### src/rtl/core/b2e_pkg.sv
package b2e_pkg;

    // one input item: six packed-bcd bytes
    typedef struct packed {
        logic [7:0] sec_bcd;
        logic [7:0] min_bcd;
        logic [7:0] hour_bcd;
        logic [7:0] day_bcd;
        logic [7:0] month_bcd;
        logic [7:0] year_bcd;
    } t_in;

    // one result item
    typedef struct packed {
        logic [31:0] epoch_seconds;
        logic        valid_res;
    } t_out;

    // classified item as it sits in the queue
    typedef struct packed {
        logic       ok;
        logic [6:0] yr_ofs;   // march-based year minus 1999, 0..101
        logic [3:0] mshift;   // month counted from march, 0..11
        logic [4:0] day;
        logic [4:0] hour;
        logic [5:0] minute;
        logic [5:0] second;
    } t_cls;

    // days from 1970-01-01 to 1999-03-01, less one for the 1-based day
    localparam logic [15:0] DAYS_BASE     = 16'd10650;
    localparam logic [15:0] DAYS_PER_YEAR = 16'd365;
    // march-based year offset of 2100, the only non-leap century year in range
    localparam logic [6:0]  YR_OFS_2100   = 7'd101;
    localparam logic [31:0] SECS_PER_DAY  = 32'd86400;
    localparam logic [16:0] SECS_PER_HOUR = 17'd3600;
    localparam logic [11:0] SECS_PER_MIN  = 12'd60;

    // packed bcd byte decoded as hi * 10 + lo, nibbles above nine kept
    function automatic logic [7:0] bcd_decode(input logic [7:0] b);
        logic [7:0] hi;
        logic [7:0] lo;
        hi = {4'd0, b[7:4]};
        lo = {4'd0, b[3:0]};
        return (hi << 3) + (hi << 1) + lo;
    endfunction

    // days before the first of the month, year starting in march
    function automatic logic [8:0] doy_base(input logic [3:0] m);
        logic [8:0] d;
        case (m)
            4'd0:    d = 9'd0;
            4'd1:    d = 9'd31;
            4'd2:    d = 9'd61;
            4'd3:    d = 9'd92;
            4'd4:    d = 9'd122;
            4'd5:    d = 9'd153;
            4'd6:    d = 9'd184;
            4'd7:    d = 9'd214;
            4'd8:    d = 9'd245;
            4'd9:    d = 9'd275;
            4'd10:   d = 9'd306;
            4'd11:   d = 9'd337;
            default: d = 9'd0;
        endcase
        return d;
    endfunction

endpackage

### src/rtl/core/b2e_front.sv
module b2e_front (
    input  logic          i_clk,
    input  logic          i_rst_n,
    input  logic          i_valid,
    output logic          o_stall,
    input  b2e_pkg::t_in  i_data,
    output logic          o_push,
    output b2e_pkg::t_cls o_cls,
    input  logic          i_full
);
    import b2e_pkg::*;

    logic       r_v;
    logic       n_v;
    t_cls       r_cls;
    t_cls       n_cls;
    logic       load;
    logic [7:0] se, mi, hr, dy, mo, yd;
    logic       late;   // march or later

    always_comb begin
        se   = bcd_decode(i_data.sec_bcd);
        mi   = bcd_decode(i_data.min_bcd);
        hr   = bcd_decode(i_data.hour_bcd);
        dy   = bcd_decode(i_data.day_bcd);
        mo   = bcd_decode(i_data.month_bcd);
        yd   = bcd_decode(i_data.year_bcd);
        late = (mo > 8'd2);

        n_cls.ok = (yd <= 8'd100) && (mo >= 8'd1) && (mo <= 8'd12) &&
                   (dy >= 8'd1) && (dy <= 8'd31) && (hr <= 8'd23) &&
                   (mi <= 8'd59) && (se <= 8'd59);
        // jan and feb belong to the previous march-based year
        n_cls.yr_ofs = late ? 7'(yd + 8'd1) : yd[6:0];
        n_cls.mshift = late ? 4'(mo - 8'd3) : 4'(mo + 8'd9);
        n_cls.day    = dy[4:0];
        n_cls.hour   = hr[4:0];
        n_cls.minute = mi[5:0];
        n_cls.second = se[5:0];
    end

    assign o_stall = r_v && i_full;
    assign o_push  = r_v && !i_full;
    assign o_cls   = r_cls;
    assign load    = i_valid && !o_stall;
    assign n_v     = load || (r_v && i_full);

    always_ff @(posedge i_clk) begin
        if (!i_rst_n) begin
            r_v <= 1'b0;
        end else begin
            r_v <= n_v;
        end
    end

    always_ff @(posedge i_clk) begin
        if (load) begin
            r_cls <= n_cls;
        end
    end

endmodule

### src/rtl/core/b2e_queue.sv
module b2e_queue #(
    parameter int DEPTH = 4
) (
    input  logic          i_clk,
    input  logic          i_rst_n,
    input  logic          i_push,
    input  b2e_pkg::t_cls i_data,
    output logic          o_full,
    output logic          o_valid,
    output b2e_pkg::t_cls o_data,
    input  logic          i_pop
);
    import b2e_pkg::*;

    localparam int PW = (DEPTH > 1) ? $clog2(DEPTH) : 1;
    localparam int CW = $clog2(DEPTH + 1);
    localparam logic [PW-1:0] LAST = PW'(DEPTH - 1);
    localparam logic [CW-1:0] FULL = CW'(DEPTH);

    t_cls          r_mem [DEPTH];
    logic [PW-1:0] r_wr, n_wr;
    logic [PW-1:0] r_rd, n_rd;
    logic [CW-1:0] r_cnt, n_cnt;

    always_comb begin
        n_wr  = r_wr;
        n_rd  = r_rd;
        n_cnt = r_cnt;
        if (i_push) begin
            n_wr = (r_wr == LAST) ? '0 : r_wr + 1'b1;
        end
        if (i_pop) begin
            n_rd = (r_rd == LAST) ? '0 : r_rd + 1'b1;
        end
        if (i_push && !i_pop) begin
            n_cnt = r_cnt + 1'b1;
        end else if (!i_push && i_pop) begin
            n_cnt = r_cnt - 1'b1;
        end
    end

    always_ff @(posedge i_clk) begin
        if (!i_rst_n) begin
            r_wr  <= '0;
            r_rd  <= '0;
            r_cnt <= '0;
        end else begin
            r_wr  <= n_wr;
            r_rd  <= n_rd;
            r_cnt <= n_cnt;
        end
    end

    always_ff @(posedge i_clk) begin
        if (i_push) begin
            r_mem[r_wr] <= i_data;
        end
    end

    assign o_full  = (r_cnt == FULL);
    assign o_valid = (r_cnt != '0);
    assign o_data  = r_mem[r_rd];

endmodule

### src/rtl/core/b2e_back.sv
module b2e_back (
    input  logic          i_clk,
    input  logic          i_rst_n,
    input  logic          i_valid,
    output logic          o_pop,
    input  b2e_pkg::t_cls i_cls,
    output logic          o_valid,
    output b2e_pkg::t_out o_res,
    input  logic          i_stall
);
    import b2e_pkg::*;

    logic adv;

    // stage 1: year days, month days, time-of-day partials
    logic        r_v1;
    logic        r_ok1;
    logic [15:0] r_yday;
    logic [8:0]  r_mday;
    logic [16:0] r_hsec;
    logic [11:0] r_msec;
    logic [15:0] n_yday;
    logic [8:0]  n_mday;
    logic [16:0] n_hsec;
    logic [11:0] n_msec;
    logic [15:0] k16;

    // stage 2: day count and seconds of day
    logic        r_v2;
    logic        r_ok2;
    logic [15:0] r_days;
    logic [16:0] r_tod2;

    // stage 3: day count scaled to seconds
    logic        r_v3;
    logic        r_ok3;
    logic [31:0] r_prod;
    logic [16:0] r_tod3;

    // output register
    logic        r_out_v;
    t_out        r_res;

    assign adv   = !r_out_v || !i_stall;
    assign o_pop = adv && i_valid;

    always_comb begin
        k16    = {9'd0, i_cls.yr_ofs};
        n_yday = k16 * DAYS_PER_YEAR + ((k16 + 16'd3) >> 2)
               - {15'd0, (i_cls.yr_ofs == YR_OFS_2100)};
        n_mday = doy_base(i_cls.mshift) + {4'd0, i_cls.day};
        n_hsec = {12'd0, i_cls.hour} * SECS_PER_HOUR;
        n_msec = {6'd0, i_cls.minute} * SECS_PER_MIN + {6'd0, i_cls.second};
    end

    always_ff @(posedge i_clk) begin
        if (!i_rst_n) begin
            r_v1    <= 1'b0;
            r_v2    <= 1'b0;
            r_v3    <= 1'b0;
            r_out_v <= 1'b0;
        end else if (adv) begin
            r_v1    <= i_valid;
            r_v2    <= r_v1;
            r_v3    <= r_v2;
            r_out_v <= r_v3;
        end
    end

    always_ff @(posedge i_clk) begin
        if (adv) begin
            r_ok1  <= i_cls.ok;
            r_yday <= n_yday;
            r_mday <= n_mday;
            r_hsec <= n_hsec;
            r_msec <= n_msec;

            r_ok2  <= r_ok1;
            r_days <= DAYS_BASE + r_yday + {7'd0, r_mday};
            r_tod2 <= r_hsec + {5'd0, r_msec};

            r_ok3  <= r_ok2;
            r_prod <= {16'd0, r_days} * SECS_PER_DAY;
            r_tod3 <= r_tod2;

            r_res.valid_res     <= r_ok3;
            r_res.epoch_seconds <= r_ok3 ? r_prod + {15'd0, r_tod3} : 32'd0;
        end
    end

    assign o_valid = r_out_v;
    assign o_res   = r_res;

endmodule

### src/rtl/core/bcd_datetime_to_epoch_unit.sv
// bcd date/time to unix epoch seconds
//
// input channel (i_valid / o_stall / i_data): one item is six packed-bcd
// bytes, second through two-digit year of 20xx. an item is taken at a clock
// edge with i_valid high and o_stall low.
// output channel (o_valid / i_stall / o_data): one result item per input
// item, in order: utc seconds since 1970-01-01 and a flag that is set when
// every decoded field passed its range check (zero seconds otherwise).
//
// from acceptance to o_valid an item passes one front register that decodes
// and range-checks, the queue, then four back stages (day partials, day sum,
// multiply by 86400, final add).
// throughput is one item per cycle while neither side stalls.
// when the receiver stalls a shown result, the back pipeline and output hold
// still while the front keeps filling the queue; o_stall rises only once the queue is
// full and the front register holds an item.
// synchronous active-low reset empties the front register, queue and back
// pipeline; no result is shown until new items arrive.
module bcd_datetime_to_epoch_unit #(
    parameter int QUEUE_DEPTH = 4   // entries between front and back, 2 or more
) (
    input  logic          i_clk,
    input  logic          i_rst_n,
    input  logic          i_valid,
    output logic          o_stall,
    input  b2e_pkg::t_in  i_data,
    output logic          o_valid,
    input  logic          i_stall,
    output b2e_pkg::t_out o_data
);
    import b2e_pkg::*;

    // front to queue
    logic q_push;
    logic q_full;
    t_cls f_cls;

    // queue to back
    logic q_valid;
    logic q_pop;
    t_cls q_cls;

    // decode, range-check, fold the month into a march-based year
    b2e_front u_front (
        .i_clk   (i_clk),
        .i_rst_n (i_rst_n),
        .i_valid (i_valid),
        .o_stall (o_stall),
        .i_data  (i_data),
        .o_push  (q_push),
        .o_cls   (f_cls),
        .i_full  (q_full)
    );

    // decouples the front from output stalls
    b2e_queue #(
        .DEPTH (QUEUE_DEPTH)
    ) u_queue (
        .i_clk   (i_clk),
        .i_rst_n (i_rst_n),
        .i_push  (q_push),
        .i_data  (f_cls),
        .o_full  (q_full),
        .o_valid (q_valid),
        .o_data  (q_cls),
        .i_pop   (q_pop)
    );

    // day count and seconds arithmetic, with the output register
    b2e_back u_back (
        .i_clk   (i_clk),
        .i_rst_n (i_rst_n),
        .i_valid (q_valid),
        .o_pop   (q_pop),
        .i_cls   (q_cls),
        .o_valid (o_valid),
        .o_res   (o_data),
        .i_stall (i_stall)
    );

endmodule

### config.mk
export PLATFORM = sky130hd
export DESIGN_NAME = bcd_datetime_to_epoch_unit
export DESIGN_NICKNAME = d
export VERILOG_FILES = /design/src/rtl/core/b2e_pkg.sv /design/src/rtl/core/b2e_front.sv /design/src/rtl/core/b2e_queue.sv /design/src/rtl/core/b2e_back.sv /design/src/rtl/core/bcd_datetime_to_epoch_unit.sv
export SDC_FILE = /design/constraint.sdc
export NUM_CORES = 1
export LEC_CHECK = 0
export BUFFER_PORTS_ARGS = -buffer_cell sky130_fd_sc_hd__buf_2
export CAP_MARGIN = 20
export CORE_ASPECT_RATIO = 1.25
export CORE_UTILIZATION = 57
export CTS_CLUSTER_SIZE = 28
export DETAILED_ROUTE_END_ITERATION = 16
export PLACE_DENSITY = 0.74
export SLEW_MARGIN = 20
export SYNTH_ARGS = -nofsm -noshare
export SYNTH_HDL_FRONTEND = slang
export SYNTH_SLANG_ARGS = --single-unit
export TNS_END_PERCENT = 50
### constraint.sdc
create_clock -name i_clk -period 6.6 [get_ports i_clk]
set_input_delay 0.33 -clock i_clk [delete_from_list [all_inputs] [get_ports i_clk]]
set_output_delay 0.33 -clock i_clk [all_outputs]
set_load 0.03 [all_outputs]
After elaboration in Yosys (flattened, before gate mapping)
Memories as Yosys holds them, arrays and structs flattened. A register that Yosys moved wholly into a read port is not among the register bits.
Index checks and enable logic that the tools add are counted.
{"block": "totals", "ramBits": 136, "mem_bits_ro": 144, "reg_bits": 207, "latch_bits": 0, "output_inout_bits": 35, "mem_count": 2}
{"name": "(name not given)", "words": 16, "word_bits": 9, "rd": 1, "rd_ports_with_merged_regs": 0, "write_ports": 0, "line": "b2e_pkg.sv:51", "text": "case (m)"}
{"name": "u_queue.r_mem", "words": 4, "word_bits": 34, "rd": 1, "rd_ports_with_merged_regs": 1, "write_ports": 1, "line": "b2e_queue.sv:20", "text": "t_cls r_mem [DEPTH];"}
{"block": "classes", "muxes": 10, "mul": 4, "shifts": 0, "n_lt_le_gt_ge": 9, "add_sub_neg": 28, "reduce_logical": 23, "n_eq_ne": 4, "bitwise_logic": 0, "n_div": 0}
{"op": "adder 7 x 5 -> 8 bit", "count": 6}
{"op": "adder 8 x 4 -> 8 bit", "count": 6}
{"op": "adder 32 x 17 -> 32 bit", "count": 1}
{"op": "multiplier 16 x 10 -> 25 bit (second input constant)", "count": 1}
{"op": "adder 17 x 12 -> 17 bit", "count": 1}
{"op": "adder 14 x 16 -> 16 bit (first input constant)", "count": 1}
{"op": "adder 16 x 14 -> 16 bit", "count": 1}
{"op": "adder 16 x 9 -> 16 bit", "count": 1}
{"op": ">= comparator 8 x 1 -> 1 bit (second input constant)", "count": 2}
{"op": "less-or-equal comparator 8 x 5 -> 1 bit (second input constant)", "count": 2}
{"op": "less-or-equal comparator 8 x 6 -> 1 bit (second input constant)", "count": 2}
{"op": "multiplier 7 x 9 -> 16 bit (second input constant)", "count": 1}
{"op": "subtractor 16 x 1 -> 16 bit", "count": 1}
{"op": "logical AND 1 bit", "count": 13}
{"op": "multiplier 5 x 8 -> 13 bit (second input constant)", "count": 1}
{"op": "adder 12 x 6 -> 12 bit", "count": 1}
{"op": "multiplier 6 x 4 -> 10 bit (second input constant)", "count": 1}
{"op": "adder 9 x 5 -> 9 bit", "count": 1}
{"op": "adder 7 x 2 -> 8 bit (second input constant)", "count": 1}
{"op": "greater-than comparator 8 x 2 -> 1 bit (second input constant)", "count": 1}
{"op": "less-or-equal comparator 8 x 4 -> 1 bit (second input constant)", "count": 1}
{"op": "less-or-equal comparator 8 x 7 -> 1 bit (second input constant)", "count": 1}
{"op": "2-to-1 mux 2 bit", "count": 4}
{"op": "adder 7 x 1 -> 7 bit (second input constant)", "count": 1}
{"op": "other kinds (16)", "count": 26}

Depth between registers and ports, before layout
Gate-level depths: netlist (run 1).
{"block": "logic_depth", "ltp_word": 10, "mapped_depth": 21}

By module
A second synthesis (run 1) with hierarchy kept.
{"block": "hier_totals", "hier_cells": 1615, "hier_area_um2": 21249.1}
{"mod": "b2e_back", "area_per_inst_um2": 13142.6, "n_inst": 1, "cells_each": 1166}
{"mod": "b2e_queue", "area_per_inst_um2": 5413.9, "n_inst": 1, "cells_each": 222}
{"mod": "b2e_front", "area_per_inst_um2": 2692.6, "n_inst": 1, "cells_each": 227}

Least setup slack after synthesis (run 1)
Ideal clock, no wire load.
{"block": "synth_path", "path_type": "register -> register", "from": "reg u_back.r_out_v (netlist: u_back.o_valid)", "to": "reg u_queue.r_cnt[2]", "synth_period_minus_slack_ns": 5.935, "arrival_time_ns": 5.859, "setup_ns": 0.076, "setup_slack_ns": 0.665, "path_buffers": 0, "required_time_ns": 6.524, "path_stages_with_launch": 9, "cell_sequence": "dfxtp_1 -> nand2_1 -> o31ai_1 -> ha_1 -> inv_1 -> fa_1 -> xor2_1 -> or3_1 -> a21boi_0"}
{"block": "synth_between", "elab_chain_cells": 6, "elab_cells_between_ends": 8, "cone_classes": "mux (1); reduce/logical (7)"}
{"item": "from (decl)", "line": "b2e_back.sv:41", "text": "logic r_out_v;"}
{"item": "from (signal assigned)", "line": "b2e_back.sv:66", "text": "r_out_v <= r_v3;"}
{"item": "logical NOT 1 bit *", "line": "b2e_back.sv:44", "text": "assign adv = !r_out_v || !i_stall;"}
{"item": "logical OR 1 bit *", "line": "b2e_back.sv:44"}
{"item": "net u_back.adv", "line": "b2e_back.sv:13", "text": "logic adv;"}
{"item": "logical AND 1 bit *", "line": "b2e_back.sv:45", "text": "assign o_pop = adv && i_valid;"}
{"item": "logical NOT 1 bit", "line": "b2e_queue.sv:35", "text": "if (i_push && !i_pop) begin"}
{"item": "logical AND 1 bit", "line": "b2e_queue.sv:35"}
{"item": "2-to-1 mux 3 bit or nonzero test 2 bit (tied branches)"}
{"item": "to (signal assigned)", "line": "b2e_queue.sv:50", "text": "r_cnt <= n_cnt;"}
{"item": "to (decl)", "line": "b2e_queue.sv:23", "text": "logic [CW-1:0] r_cnt, n_cnt;"}
The timed path passes the listed nets; every way through them passes the cells marked *.
A chain may end at the register's enable or synchronous reset.

==> impl_metrics.tcl, run 1 <==
set metrics [dict create \
    timing.setup.tns_ps 0 \
    floorplan.core_area_sq_um 36400 \
    portBuffers 86 \
    max_fclk_ghz 0.179 \
    grt_pass1_vias 12746 \
    max_cap_violations 0 \
    cp_cell_sequence "mux4_1 > inv_1 > ha_1 > nand2b_1 > xnor2_1 > ha_1 > ha_1 > fa_1 > inv_1 > fa_1 > inv_1 > ha_1 > fa_1 > a21oi_1 > o211ai_1 > nand4_1 > a21boi_0 > o41ai_1 > xnor2_1" \
    io_pins 87 \
    result_of_the_run "complete, no violations" \
    worstPathRequired_ps 6870 \
    row_count 78 \
    die_height_microns 217 \
    drt_first_iter_violations 479 \
    timing.critical_path.from_type "flop" \
    fp.dieArea_sq_um 37900 \
    cts_setup_buffers 0 \
    mappedNetlistArea_sq_um 21200 \
    design.final.nets 2129 \
    yosys_warnings 0 \
    post_drt_wl_per_cell_microns 15.5 \
    remaining_global_route_overflow 0 \
    layout_common_cells "330 x edfxtp_1, 271 x ha_1, 218 x inv_1" \
    post_synth_inst_count 1602 \
    floorplan.die.width_microns 174 \
    grt_setup_unrepaired "false" \
    routed-via-count 12171 \
    total_count_of_max_transition_violations_in_the_final_report 0 \
    grt_start_max_net_pins 80 \
    post-route-period-util_pct 84.7 \
    initial_core_util_pct 58.1 \
    worst_slew_pin_slew_ps 1010 \
    syn_area_per_cell_sq_um 13.2 \
    critPathSlowestCell "mux4_1" \
    remaining_drc_errors 0 \
    groute.usage.overall_pct 19.0 \
    layout-area-overhead-vs-synth_pct 11.3 \
    numClockSinks 344 \
    detailedRoute.firstPassIterationCount 5 \
    arrival_ps 5860 \
    path_buf_inv 3 \
    layout-drive-gt1-share_pct 11.7 \
    route.antenna.remaining_nets 0 \
    end_kind "flop" \
    setup.worst_path.class "reg -> reg" \
    place_congestion 0.845 \
    timing.final.setup_violations 0 \
    cts_tree "built" \
    synth-edff-count 330 \
    timing.critical_path.slowest_cell_delay_ps 760 \
    numCtsBuffers 36 \
    routed_via_density 5.47 \
    grt_antenna_before_repair 0 \
    final_common_cell "edfxtp_1" \
    max-clock-path-buffers 3 \
    fin_worst_skew_ps 20.9 \
    worst_skew_pair_latency_ps 530 \
    post-route-min-period_ps 5590 \
    global_route_wire_length_before_repair_microns 58400 \
    yosys_register_bits 344 \
    crit_path_max_fanout 8 \
    synth.net_count 2012 \
    cts.reportedPaths.clkPinSlew_ps 60 \
    most_common_flop_cell_mapped_by_yosys "edfxtp_1" \
    yosysSeqAreaShare_pct 48.2 \
    detail_route.wirelength_microns 34600 \
    antenna_diodes 0 \
    ctsRootBufferMaster "clkbuf_16" \
    slew-limit-headroom_pct 32.7 \
    hold_viol_final 0 \
    yosysUniqueCellTypes 68 \
    worst_path_dominant_cell_family "adder cells" \
    dp_hpwl_microns 25700 \
    asyncSetResetFlopFracSynth_pct 0 \
    cts_htree_levels 2 \
    path_common_cell "ha_1" \
    min_path_type "in -> reg" \
]
sequential cells by signal, summed over array words and instances, names as in the netlist, 12 cells and up, named ones only:
register / cells
u_queue.r_mem: 136
u_front.o_cls: 34
u_back.o_res: 33
u_back.r_prod: 25
u_back.r_tod2: 17
u_back.r_tod3: 17
u_back.r_days: 16
u_back.r_yday: 16
u_back.r_hsec: 12
u_back.r_msec: 12
cell families (layout without fill, tap and decap cells):
kind of cell | after synthesis | in the layout | share of synthesized area (%)
AND/OR/NAND/NOR | 261 | 261 | 6.56
flip-flops | 344 | 344 | 48.2
adder cells (fa/ha/maj) | 358 | 358 | 24.3
multiplexers | 49 | 49 | 4.42
XOR/XNOR | 112 | 112 | 4.70
AO/OA/AOI/OAI | 240 | 240 | 7.60
buffers and inverters | 238 | 381 | 4.28
worst paths after layout:
path	startpoint	end	slack [ps]	cells after the start
min	i_data[16]	u_front.o_cls[17]	30	1
max	flop	u_back.r_yday[14]	1010	19
min reg2reg	u_back.r_msec[0]	u_back.r_tod2[0]	410	0
max reg2reg	flop	u_back.r_yday[14]	1010	19
per-stage QoR:
| stage | hold slack [ps] | setup slack, ps | utilization [%] | std cells | area (sq um) |
|---|---|---|---|---|---|
| 3_3_place_gp | 401 | 1190 | 60.9 | 2157 | 22200 |
| 4_1_cts | 2.46 | 989 | 64.6 | 2225 | 23500 |
| 5_1_grt | 2.50 | 631 | 64.7 | 2225 | 23500 |
| 6_report | 27.2 | 1010 | 64.7 | 2225 | 23500 |
| 2_1_floorplan | 400 | 665 | - | 1602 | 21200 |
| 3_5_place_dp | 405 | 1040 | 60.9 | 2157 | 22200 |
synth_stat cells, types with 6 or more instances:
| master | number | area [sq um] |
|---|---|---|
| fa_1 | 87 | 1740 |
| nand2b_1 | 16 | 100 |
| o21bai_1 | 11 | 82.6 |
| a21o_1 | 28 | 210 |
| ha_1 | 271 | 3390 |
| o21a_1 | 14 | 105 |
| nand2_1 | 52 | 195 |
| edfxtp_1 | 330 | 9910 |
| nor2_1 | 51 | 191 |
| nor4_1 | 7 | 43.8 |
| a211oi_1 | 15 | 113 |
| clkbuf_1 | 14 | 52.6 |
| or3_1 | 7 | 43.8 |
| mux4_2 | 33 | 743 |
| nand4_1 | 11 | 68.8 |
| o31ai_1 | 16 | 120 |
| nor2b_1 | 21 | 131 |
| o21ai_0 | 37 | 185 |
| a21oi_1 | 63 | 315 |
| o2111ai_1 | 6 | 52.6 |
| and2_1 | 18 | 113 |
| mux2i_1 | 14 | 140 |
| xnor2_1 | 80 | 701 |
| or2_2 | 9 | 56.3 |
| a31oi_1 | 9 | 56.3 |
| xor2_1 | 31 | 272 |
| inv_1 | 218 | 818 |
| dfxtp_1 | 14 | 280 |
| or4_1 | 6 | 45.0 |
| and3_1 | 13 | 81.3 |
| nor3_1 | 19 | 95.1 |
| nand3_1 | 14 | 70.1 |
| a21boi_0 | 6 | 45.0 |
layer usage:
| metal | global-route usage, % | up-vias | part of all wire (%) |
|---|---|---|---|
| met5 | 0 | - | 0 |
| met4 | 6.81 | 0 | 2.7 |
| met3 | 2.41 | 64 | 3.1 |
| met2 | 37.1 | 227 | 54 |
| met1 | 20.9 | 5849 | 40 |
| li1 | - | 6031 | - |
timing repair:
item | in CTS | in global routing
hold buffers | 4 | 0
resized for setup | 0 | 0
hold endpoints to repair | 4 | 0
area by class of cell:
| class | instances | area, sq um |
|---|---|---|
| fill | 2621 | 12900 |
| sequential | 344 | 10200 |
| multi-input combinational | 1020 | 10100 |
| clock buffer | 40 | 936 |
| inverter | 218 | 818 |
| tap | 480 | 601 |
| timing repair buffer | 99 | 538 |
| clock inverter | 24 | 378 |
Power of run 1 is left out: the tool's default activity adds up to more than one toggle a clock period on the data nets, which glitch-free logic cannot reach.
==> run 2: changes to the inputs <==
ABC_AREA = 1   (was default)
clock period = 5.5 ns   (was 6.6 ns; I/O delays follow)
==> run 2 against run 1 <==
  * Via count is 23% higher
  * Global-route usage is 3.1 points higher
  * Synthesized cell count is 35% higher
  * Flip-flop and latch count stayed put
  * Wire length is 22% higher
  * Sequential share of layout area is 1.7 points lower
  * Hold slack better by 10 ps
  * Maximum frequency is 11% higher
  * Setup slack worse by 530 ps
  * Critical path type unchanged
  * Largest cell class is now multi-input combinational cells
  * Highest routed layer unchanged
==> impl_metrics.tcl, run 2 <==
set metrics [dict create \
    grt_pass1_vias 15411 \
    io_pins 87 \
    synth-edff-count 330 \
    grt_antenna_before_repair 0 \
    yosys_warnings 0 \
    final_common_cell "nand2_1" \
    routed_via_density 5.37 \
    dp_hpwl_microns 32200 \
    synth.net_count 2566 \
    groute.usage.overall_pct 22.1 \
    remaining_drc_errors 0 \
    setup_ws_pre_cts_ps 546 \
    yosysUniqueCellTypes 54 \
    floorplan.die.width_microns 179 \
    floorplan.core_area_sq_um 38300 \
    post_synth_inst_count 2156 \
    largest_register_ffs 136 \
    global_route_wire_length_before_repair_microns 70300 \
    arrival_ps 5330 \
    layout_common_cells "371 x nand2_1, 337 x inv_1, 330 x edfxtp_1" \
    mappedNetlistArea_sq_um 22200 \
    syn_area_per_cell_sq_um 10.3 \
    hold_viol_final 0 \
    post-route-period-util_pct 91.3 \
    antenna_diodes 0 \
    cts.reportedPaths.clkPinSlew_ps 70 \
    cts_htree_levels 2 \
    crit_path_max_fanout 18 \
    drt_first_iter_violations 789 \
    initial_core_util_pct 58.0 \
    numCtsBuffers 36 \
    largest_register "u_queue.r_mem" \
    total_count_of_max_transition_violations_in_the_final_report 0 \
    detailed_place.area_sq_um 23200 \
    grt_setup_unrepaired "false" \
    remaining_global_route_overflow 0 \
    synth_area_leader_cell "edfxtp_1" \
    grt_start_max_net_pins 84 \
    fin_worst_skew_ps 24.4 \
    route.antenna.remaining_nets 0 \
    slew-limit-headroom_pct 34.7 \
    post-route-cell-area_sq_um 24500 \
    timing.setup.tns_ps 0 \
    place_congestion 0.927 \
    fillCellCount 2960 \
    post-synth-top-count-cell "nand2_1" \
    most_common_flop_cell_mapped_by_yosys "edfxtp_1" \
    post-route-min-period_ps 5020 \
    end_kind "flop" \
    detailedRoute.firstPassIterationCount 5 \
    portBuffers 86 \
    design.final.nets 2681 \
    layout-area-overhead-vs-synth_pct 10.3 \
    worst_skew_pair_latency_ps 550 \
    yosys_register_bits 344 \
    synth_area_leaders "edfxtp_1 45%, ha_1 15%, fa_1 7.8%, nand2_1 6.3%, inv_1 5.7%" \
    post-synth-top-area-fraction_pct 44.6 \
    worstPathRequired_ps 5810 \
    result_of_the_run "complete, no violations" \
    holdWs_ps 37.2 \
    max_fclk_ghz 0.199 \
    worst_slew_pin_slew_ps 980 \
    row_count 80 \
    layout-drive-gt1-share_pct 8.79 \
    die_height_microns 223 \
    setup.worst_path.class "reg -> reg" \
    min_path_type "in -> reg" \
    asyncSetResetFlopFracSynth_pct 0 \
    cts_tree "built" \
    timing.critical_path.from_type "flop" \
    post-route-worst-setup-slack_ps 480 \
    post_drt_wl_per_cell_microns 15.2 \
    max-clock-path-buffers 3 \
    ctsRootBufferMaster "clkbuf_16" \
    max_cap_violations 0 \
    yosysSeqAreaShare_pct 45.8 \
    detail_route.wirelength_microns 42300 \
    cts_setup_buffers 0 \
    numClockSinks 344 \
    fp.dieArea_sq_um 39800 \
    routed-via-count 14979 \
    timing.final.setup_violations 0 \
    ys_top_cells_by_count "372 x nand2_1, 337 x inv_1, 330 x edfxtp_1" \
]
-- run 2: cell types whose count changed in the layout (fill, tap and decap cells not counted), sizes merged, moves of 15 or more --
cell,change
and2,-17
o31ai,-15
xor2,+30
mux4,-35
a21oi,+44
a21o,-16
nand3,+93
o21ai,+54
nor2b,-21
inv,+124
nand4,+16
xnor2,-55
nor2,+114
nand2,+338
-- run 2: metrics by stage --
step / cells / util [%]
finish: 2789 / 64.0
global route: 2789 / 64.0
CTS: 2789 / 64.0
detailed placement: 2720 / 60.6
global placement: 2720 / 60.6
floorplan: 2156 / -
-- run 2: cells by family after synthesis --
family	Yosys count	share of synthesized area (%)
simple gates	731	14.2
buf+inv	371	6.59
fa+ha+maj	358	23.1
flops	344	45.8
compound gates	266	6.93
xor+xnor	86	3.42
-- run 2: metal layers --
metal	vias to the layer above	routed length (microns)	track usage, %
met3	98	1290	2.33
met1	7069	16200	23.0
met4	0	1400	9.57
met5	-	0	0
met2	327	23500	43.6
li1	7485	-	-
-- run 2: timing repair --
action,4_1_cts,5_1_grt
resized for setup,0,0
hold buffers,5,0
hold endpoints to repair,5,0
-- run 2: final cells by class --
cell class / instances / area, sq um / area share [%]
Timing Repair Buffer: 105 / 586 / 2.39
Clock inverter: 22 / 303 / 1.23
Clock buffer: 42 / 923 / 3.77
Multi-Input combinational cell: 1441 / 10600 / 43.3
Sequential cell: 344 / 10200 / 41.6
Inverter: 343 / 1290 / 5.27
Tap cell: 492 / 616 / 2.51
-- run 2: path summary, 6_finish.rpt --
check                                    endpoint  cells after the start        startpoint  slack (ps)
worst max register to register  u_back.r_yday[15]                     23              flop         480
worst min-delay path                  u_front.r_v                      2           i_rst_n          40
worst min register to register   u_back.r_tod3[6]                      0  u_back.r_tod2[6]         420
worst max-delay path            u_back.r_yday[15]                     23              flop         480
-- run 2: worst max-delay path, stage by stage (launching register included) --
cell      delay [ps]
dfxtp_2          540
nand2_1          110
nand3_1          110
nand2_2          100
inv_2            150
ha_1             260
inv_1             70
nor2_1           150
nand3_1          130
xnor2_1          190
ha_1             160
inv_1             50
fa_1             500
fa_1             440
fa_1             540
inv_1             40
ha_1             350
nand2_1          110
o21ai_0          290
nand2_1          110
nand3_1          170
nand2_1           90
nand3b_1          90
nand2_1           50
Power of run 2 is left out for the same reason.
